<file path="src/rtl/mpss_pkg.sv">
// Shared state codes for the maximal points sort/sweep unit.
package mpss_pkg;

  // Control state codes
  localparam logic [2:0] ST_LOAD  = 3'd0;
  localparam logic [2:0] ST_MERGE = 3'd1;
  localparam logic [2:0] ST_SWEEP = 3'd2;
  localparam logic [2:0] ST_EMIT  = 3'd3;
  localparam logic [2:0] ST_COPY  = 3'd4;

endpackage

</file>
<file path="src/rtl/maximal_points_sort_sweep_unit.sv">
// Top level: point loader, memory-based merge sort, maxima sweep and emitter.
//
// Channel | Dir | Handshake        | Payload
// in_     | in  | tvalid / tready  | tdata {y,x}, tlast = set_last
// out_    | out | tvalid / tready  | tdata {y,x}, tlast = run_last, tuser = overflowed
//
// Loading takes one point per cycle. After the last point the set is sorted by
// ceil(log2 n) merge passes through the one-read-port point memories (registered
// read): each run pair is set up, then its points are merged one by one, with a
// copy back from scratch when the pass count is odd. The sweep from the top down
// and then the emitter follow; output stalls hold the emitter.
// Reset (synchronous, rst_n low) returns to loading with an empty set. The input
// is not taken while a set is being processed.
module maximal_points_sort_sweep_unit #(
  parameter int MAX_POINTS = 64,
  parameter int COORD_BITS = 16
) (
  input  logic                    clk,
  input  logic                    rst_n,
  input  logic                    in_tvalid,
  output logic                    in_tready,
  input  logic [((2*COORD_BITS + 7) / 8) * 8 - 1:0] in_tdata,   // point_x, point_y, zero fill
  input  logic                    in_tlast,
  output logic                    out_tvalid,
  input  logic                    out_tready,
  output logic [((2*COORD_BITS + 7) / 8) * 8 - 1:0] out_tdata,  // max_x, max_y, zero fill
  output logic                    out_tlast,
  output logic                    out_tuser   // overflowed
);
  localparam int DW = ((2*COORD_BITS + 7) / 8) * 8;
  localparam int AW = (MAX_POINTS > 1) ? $clog2(MAX_POINTS) : 1;
  localparam int CW = $clog2(MAX_POINTS + 1);
  localparam int PW = 2 * COORD_BITS;

  typedef logic [PW-1:0] pt_t;

  // Point memory and scratch memory
  pt_t mem_a [MAX_POINTS];
  pt_t mem_b [MAX_POINTS];
  logic keep_mem [MAX_POINTS];

  logic [2:0]    state_r, state_nxt;
  logic [CW-1:0] cnt_r, cnt_nxt;
  logic          drop_r, drop_nxt;
  logic [CW:0]   width_r, width_nxt;
  logic [CW:0]   lo_r, lo_nxt, i_r, i_nxt, j_r, j_nxt, mid_r, mid_nxt, hi_r, hi_nxt;
  logic [CW-1:0] k_r, k_nxt;
  logic [1:0]    ph_r, ph_nxt;
  logic          src_b_r, src_b_nxt;
  pt_t           pi_r, pi_nxt;
  logic signed [COORD_BITS-1:0] rmy_r, rmy_nxt, rmx_r, rmx_nxt;
  logic [CW-1:0] kept_r, kept_nxt, emc_r, emc_nxt;

  // Memory read port (shared) and write port
  logic          rd_b;
  logic [AW-1:0] rd_addr;
  pt_t           rd_a_q, rd_b_q;
  pt_t           rd_q;
  logic          rk_q;
  logic          wr_a_en, wr_b_en, wr_k_en, wr_k_val;
  logic [AW-1:0] wr_addr;
  pt_t           wr_data;

  // Output register
  logic          ov_r, ov_nxt;
  pt_t           od_r, od_nxt;
  logic          ol_r, ol_nxt, ou_r, ou_nxt;

  always_ff @(posedge clk) begin
    rd_a_q <= mem_a[rd_addr];
    rd_b_q <= mem_b[rd_addr];
    rk_q   <= keep_mem[rd_addr];
    if (wr_a_en) mem_a[wr_addr] <= wr_data;
    if (wr_b_en) mem_b[wr_addr] <= wr_data;
    if (wr_k_en) keep_mem[wr_addr] <= wr_k_val;
  end

  logic rd_b_sel_r;
  always_ff @(posedge clk) rd_b_sel_r <= rd_b;
  assign rd_q = rd_b_sel_r ? rd_b_q : rd_a_q;

  function automatic logic pt_le(pt_t a, pt_t b);
    logic signed [COORD_BITS-1:0] ax, ay, bx, by;
    ax = a[COORD_BITS-1:0]; ay = a[PW-1:COORD_BITS];
    bx = b[COORD_BITS-1:0]; by = b[PW-1:COORD_BITS];
    if (ax != bx) return ax < bx;
    return ay <= by;
  endfunction

  assign in_tready  = (state_r == mpss_pkg::ST_LOAD);
  assign out_tvalid = ov_r;
  assign out_tdata  = DW'(od_r);
  assign out_tlast  = ol_r;
  assign out_tuser  = ou_r;

  logic [CW:0] n_ext;
  assign n_ext = {1'b0, cnt_r};

  // Main sequencer
  always_comb begin
    logic signed [COORD_BITS-1:0] py, px;
    logic keep;
    logic take_i;
    pt_t pj;
    state_nxt = state_r; cnt_nxt = cnt_r; drop_nxt = drop_r;
    width_nxt = width_r; lo_nxt = lo_r; i_nxt = i_r; j_nxt = j_r;
    mid_nxt = mid_r; hi_nxt = hi_r; k_nxt = k_r; ph_nxt = ph_r; src_b_nxt = src_b_r;
    pi_nxt = pi_r; rmy_nxt = rmy_r; rmx_nxt = rmx_r;
    kept_nxt = kept_r; emc_nxt = emc_r;
    ov_nxt = ov_r; od_nxt = od_r; ol_nxt = ol_r; ou_nxt = ou_r;
    rd_b = src_b_r; rd_addr = '0;
    wr_a_en = 1'b0; wr_b_en = 1'b0; wr_k_en = 1'b0; wr_k_val = 1'b0;
    wr_addr = '0; wr_data = '0;
    py = '0; px = '0; keep = 1'b0; take_i = 1'b0; pj = '0;
    if (ov_r && out_tready) ov_nxt = 1'b0;

    case (state_r)
      mpss_pkg::ST_LOAD: begin
        if (in_tvalid) begin
          if (n_ext < (CW+1)'(MAX_POINTS)) begin
            wr_a_en = 1'b1; wr_addr = AW'(cnt_r); wr_data = in_tdata[PW-1:0];
            cnt_nxt = cnt_r + 1'b1;
          end else begin
            drop_nxt = 1'b1;
          end
          if (in_tlast) begin
            src_b_nxt = 1'b0; width_nxt = (CW+1)'(1);
            lo_nxt = '0; ph_nxt = 2'd0;
            state_nxt = mpss_pkg::ST_MERGE;
          end
        end
      end

      // Merge pass: phase 0 sets up a run pair and fetches the left head,
      // 1 takes it and fetches the right head, 2 compares and writes
      mpss_pkg::ST_MERGE: begin
        if (width_r >= n_ext) begin
          if (src_b_r) begin
            state_nxt = mpss_pkg::ST_COPY; i_nxt = '0; ph_nxt = 2'd0;
          end else begin
            state_nxt = mpss_pkg::ST_SWEEP; i_nxt = n_ext; ph_nxt = 2'd0;
          end
        end else if (lo_r >= n_ext) begin
          width_nxt = width_r << 1; lo_nxt = '0; src_b_nxt = ~src_b_r;
        end else begin
          case (ph_r)
            2'd0: begin
              mid_nxt = (lo_r + width_r > n_ext) ? n_ext : lo_r + width_r;
              hi_nxt  = (lo_r + (width_r << 1) > n_ext) ? n_ext : lo_r + (width_r << 1);
              i_nxt = lo_r; k_nxt = CW'(lo_r);
              j_nxt = (lo_r + width_r > n_ext) ? n_ext : lo_r + width_r;
              rd_addr = AW'(lo_r); ph_nxt = 2'd1;
            end
            2'd1: begin
              pi_nxt = rd_q; rd_addr = AW'(j_r); ph_nxt = 2'd2;
            end
            default: begin
              pj = rd_q;
              if (i_r < mid_r && j_r < hi_r) take_i = pt_le(pi_r, pj);
              else take_i = (i_r < mid_r);
              wr_a_en = src_b_r; wr_b_en = ~src_b_r; wr_addr = AW'(k_r);
              wr_data = take_i ? pi_r : pj;
              k_nxt = k_r + 1'b1;
              if (take_i) i_nxt = i_r + 1'b1; else j_nxt = j_r + 1'b1;
              if ((i_r + j_r + 1'b1) >= mid_r + hi_r) begin
                lo_nxt = lo_r + (width_r << 1); ph_nxt = 2'd0;
              end else begin
                // Refetch both heads; the written side is the other memory
                rd_addr = take_i ? AW'(i_r + 1'b1) : AW'(i_r);
                j_nxt = take_i ? j_r : j_r + 1'b1;
                ph_nxt = 2'd1;
              end
            end
          endcase
        end
      end

      // Copy sorted data from scratch back into the point memory
      mpss_pkg::ST_COPY: begin
        rd_b = 1'b1;
        if (ph_r == 2'd0) begin
          rd_addr = AW'(i_r); ph_nxt = 2'd1;
        end else begin
          wr_a_en = 1'b1; wr_addr = AW'(i_r); wr_data = rd_q;
          if (i_r + 1'b1 >= n_ext) begin
            state_nxt = mpss_pkg::ST_SWEEP; i_nxt = n_ext; src_b_nxt = 1'b0;
          end else i_nxt = i_r + 1'b1;
          ph_nxt = 2'd0;
        end
      end

      // Sweep from the top down, marking kept points
      mpss_pkg::ST_SWEEP: begin
        rd_b = 1'b0;
        if (i_r == '0) begin
          state_nxt = mpss_pkg::ST_EMIT; i_nxt = '0; ph_nxt = 2'd0; emc_nxt = '0;
        end else if (ph_r == 2'd0) begin
          rd_addr = AW'(i_r - 1'b1); ph_nxt = 2'd1;
        end else begin
          px = rd_q[COORD_BITS-1:0]; py = rd_q[PW-1:COORD_BITS];
          keep = (i_r == n_ext) || (py > rmy_r) || (py == rmy_r && px == rmx_r);
          wr_k_en = 1'b1; wr_k_val = keep; wr_addr = AW'(i_r - 1'b1);
          if (keep) begin
            rmy_nxt = py; rmx_nxt = px; kept_nxt = kept_r + 1'b1;
          end
          i_nxt = i_r - 1'b1; ph_nxt = 2'd0;
        end
      end

      // Emit kept points in ascending order; the read address holds while stalled
      mpss_pkg::ST_EMIT: begin
        rd_b = 1'b0;
        rd_addr = AW'(i_r);
        if (i_r >= n_ext) begin
          state_nxt = mpss_pkg::ST_LOAD; cnt_nxt = '0; drop_nxt = 1'b0;
          kept_nxt = '0;
        end else if (ph_r == 2'd0) begin
          ph_nxt = 2'd1;
        end else if (!rk_q) begin
          i_nxt = i_r + 1'b1; ph_nxt = 2'd0;
        end else if (!ov_r || out_tready) begin
          ov_nxt = 1'b1; od_nxt = rd_q;
          ol_nxt = (emc_r + 1'b1 == kept_r); ou_nxt = drop_r;
          emc_nxt = emc_r + 1'b1; i_nxt = i_r + 1'b1; ph_nxt = 2'd0;
        end
      end

      default: state_nxt = mpss_pkg::ST_LOAD;
    endcase
  end

  always_ff @(posedge clk) begin
    if (!rst_n) begin
      state_r <= mpss_pkg::ST_LOAD; cnt_r <= '0; drop_r <= 1'b0; ov_r <= 1'b0;
      kept_r <= '0; rmy_r <= '0; rmx_r <= '0; src_b_r <= 1'b0; ph_r <= '0;
    end else begin
      state_r <= state_nxt; cnt_r <= cnt_nxt; drop_r <= drop_nxt; ov_r <= ov_nxt;
      kept_r <= kept_nxt; rmy_r <= rmy_nxt; rmx_r <= rmx_nxt; src_b_r <= src_b_nxt;
      ph_r <= ph_nxt;
    end
    width_r <= width_nxt; lo_r <= lo_nxt; i_r <= i_nxt; j_r <= j_nxt;
    mid_r <= mid_nxt; hi_r <= hi_nxt; k_r <= k_nxt; pi_r <= pi_nxt;
    emc_r <= emc_nxt; od_r <= od_nxt; ol_r <= ol_nxt; ou_r <= ou_nxt;
  end

endmodule

</file>
<file path="config.mk">
export PLATFORM = sky130hd
export DESIGN_NAME = maximal_points_sort_sweep_unit
export DESIGN_NICKNAME = d
export VERILOG_FILES = /design/src/rtl/mpss_pkg.sv /design/src/rtl/maximal_points_sort_sweep_unit.sv
export SDC_FILE = /design/constraint.sdc
export NUM_CORES = 2
export LEC_CHECK = 0
export BUFFER_PORTS_ARGS = -buffer_cell sky130_fd_sc_hd__buf_2
export CELL_PAD_IN_SITES_DETAIL_PLACEMENT = 1
export CELL_PAD_IN_SITES_GLOBAL_PLACEMENT = 2
export CORE_AREA = 2 2 586 588
export CTS_BUF_LIST = sky130_fd_sc_hd__clkbuf_4 sky130_fd_sc_hd__clkbuf_8
export DETAILED_ROUTE_END_ITERATION = 8
export DIE_AREA = 0 0 588 590
export GPL_TIMING_DRIVEN = 1
export PLACE_DENSITY = 0.86
export SETUP_SLACK_MARGIN = 0.02
export SLEW_MARGIN = 20
export SYNTH_ARGS = -nofsm -noshare
export SYNTH_HDL_FRONTEND = slang
export SYNTH_MEMORY_MAX_BITS = 65536
export SYNTH_SLANG_ARGS = --single-unit
</file>
<file path="constraint.sdc">
create_clock -name clk -period 14.4 [get_ports clk]
set_clock_uncertainty 0.15 [all_clocks]
set_input_delay 2.88 -clock clk [delete_from_list [all_inputs] [get_ports clk]]
set_output_delay 2.88 -clock clk [all_outputs]
set_load 0.01 [all_outputs]
</file>
==> metrics.txt <==
post-route antenna net violation count=0; Fill cells=around 33000; Core Footprint=341100 um^2; postcts setup bufs=0; register area=131100 um^2; FF+latch count, synth=~4400; RSZ-0062 raised after global routing=no; Worst Path Required=between 15000 and 20000 ps; Post-Synth XOR/XNOR Area=less than 1%; Critical Path End=rd_b_q[19]; Via Count=around 120k; dpl cells=16940; CTS buffer count=approximately 700; CTS root buf=clkbuf_8; final hold violations=0; Place WS=6106 ps; synth unique cells=91; chip width=approximately 590 um; maximum vdd ir drop=0.1814 mV; post-synthesis compound-gate area fraction=about 6.6%; Final Critical Period=between 8000 and 9000 ps; WL/cell=between 30 and 40 um; GRT overflow=0; CP Max Fanout=52; footprint of the multi-input gates=~43000 um^2; hold crit path type=reg2reg; Worst-path clk slew=around 70 ps; CTS HTree Levels=6; 1st-iter DRT viols=between 15000 and 20000; syn_area_per_cell=roughly 14 um^2; vias per cell=between 6 and 7; most frequent cells in the layout=edfxtp_1, nand2_1, nand3_1; post-layout net count=~13000; DRC errors left=0; # rows=approximately 220; Die Span Y=slightly below 600 um; Register-to-Register Path Depth=24; critical path endpoint category=flop; post-synthesis cell area=roughly 180000 um^2; post-synthesis cell count=around 13000; FF-to-FF Start=i_r[0]; power per cell area=201.5 nW/um^2; setup ws final=~5800 ps; count of buffers from port buffering=72; CTS Buffer Depth=4; Die ar.=around 350000 um^2; post-synth top area cell=edfxtp_1; Async SR Flop Fraction=0%; largest family of logic cells by synthesized area=simple AND/OR/NAND/NOR gates; Total GRT Usage=between 30 and 40%; maxcap violations=0; Lkg Pwr=around 0.068 uW; Synth top area share=between 70 and 80%; final std cells w/o fill=~18000; worst r2r dst=rd_b_q[19]; mux contribution to synthesized area=under 10%; Placer Congestion=0.9057; top post-synthesis cells by area=edfxtp_1, nand2_1, mux2i_1, nand3_1, a21oi_1; area growth from synthesis to layout=12.23%; first-pass GRT wire length=about 870000 um; TritonCTS clock tree=yes; Post-synth top flop=edfxtp_1; simple-gate portion of the synthesized area=11.38%; Adder-Cell Fraction of Synth Area=1.079%; register area share after synthesis=74.20%; vias in the first global route=122452; largest net degree at the start of global routing=160; antenna violations before repair=90; Clk Latency, worst-skew pair=roughly 1300 ps; Startpoint Class=flop; Worst Path Class, Setup=reg2reg; CTS resizes=0; Slew HR=18.48%; clk sinks=about 4400; CP arrival=9700 ps; 1st-pass router iterations=8; final-report max-slew violation count=0; Post-CTS Hold Buffers=0; YS warnings=0; area post-placement=between 150000 and 200000 um^2; status=finished, final reports clean; worst-margin pin slew=1223 ps; HPWL Detailed=roughly 350000 um; Final period util=approximately 60%; FF-to-FF setup slack=about 5800 ps; Detailed Route WL=between 600000 and 700000 um; final instance area=between 150000 and 200000 um^2; Setup Viol. Count Final=0; Hold Slack=300.8 ps; share of layout cells above drive strength 1=a little over an eighth; Initial Utilization=51.81%; Setup TNS Final=0 ps; max frequency=115.7 MHz; io pins=73; Setup crit start=i_r[0]; most common cell after layout, fill and taps aside=edfxtp_1; Post-synth EDFFs=4287
## worst max-delay path, stage by stage (launching register included)
cell and delay [ps]:
edfxtp_1 740, inv_1 270, ha_1 300, fa_1 410, nor2b_1 140, o21ai_0 90
nand2b_1 140, a21o_1 150, a21oi_1 80, xnor2_1 140, ha_1 290, and3_1 240
nand2_1 110, o21a_1 180, and2_1 230, o2111ai_1 240, o211a_4 800, buf_4 550
buf_4 590, nand3_4 680, buf_4 640, o22ai_1 310, a31oi_1 90, nand3_1 600
and4_1 310
## report_power, final
group	switching (uW)	internal (uW)
registers	531	15100
logic	10100	3360
clock network	5170	5730
## worst min path at each step
| stage | startpoint | to | slack [ps] | cells past startpoint |
|---|---|---|---|---|
| 6_report | drop_r | out_tuser | 300 | 0 |
| 5_1_grt | drop_r | out_tuser | 320 | 0 |
| 3_3_place_gp | drop_r | out_tuser | 280 | 0 |
| 2_1_floorplan | drop_r | out_tuser | 260 | 0 |
| 3_5_place_dp | drop_r | out_tuser | 300 | 0 |
| 4_1_cts | drop_r | out_tuser | 310 | 0 |
## flip-flops by register name, indices dropped and copies added (netlist names), 2 cells and up
name / cells
cnt_r: 7
out_tdata: 32
i_r: 8
ph_r: 2
mem_a: 2048
keep_mem: 64
state_r: 3
rd_b_q: 32
k_r: 6
rmy_r: 16
emc_r: 7
mem_b: 2048
lo_r: 8
rmx_r: 16
width_r: 8
hi_r: 8
pi_r: 32
kept_r: 7
mid_r: 8
j_r: 8
rd_a_q: 32
## cells by family after synthesis
family	count (synthesis)
xor gates and xnor gates	82
other	1
DFF	4407
AOI/OAI and AO/OA	1859
adders and majority gates	150
muxes	705
buffers and inverters	912
and+or+nand+nor	4664
## stage by stage
step | util (%) | total power, uW
finish | 58.15 | 39960
global route | 58.13 | 41100
CTS | 57.97 | 39570
detailed placement | 53.83 | 28850
global placement | 53.80 | 28350
floorplan | - | 23380
## cells in the mapped netlist (93+ instances only)
cell,instances
edfxtp_1,4287
nand2_1,2751
nand3_1,1317
a21oi_1,783
mux2i_1,688
clkbuf_1,382
nor2_1,295
a22oi_1,294
buf_2,283
a31oi_1,249
o22ai_1,158
ha_1,146
dfxtp_1,120
buf_1,97
inv_1,93
## routing by layer
layer	vias to the layer above	part of all wire, %	GRT usage [%]
met5	-	0.028	0
met3	1662	10	7.402
met4	26	7.0	22.50
met1	60890	36	43.40
li1	48886	-	-
met2	7105	47	54.87
## area by class of cell
class / count / area share [%]
flip-flops and latches: 4407 / 66.12
inverters: 97 / 0.1836
diodes: 215 / 0.2713
multi-input cells: 7462 / 21.76
repair buffers: 419 / 1.680
well taps: 4557 / 2.875
clock buffers: 1005 / 6.207
clock inverters: 288 / 0.9052
Note: power is estimated with default switching activity, not from simulation.
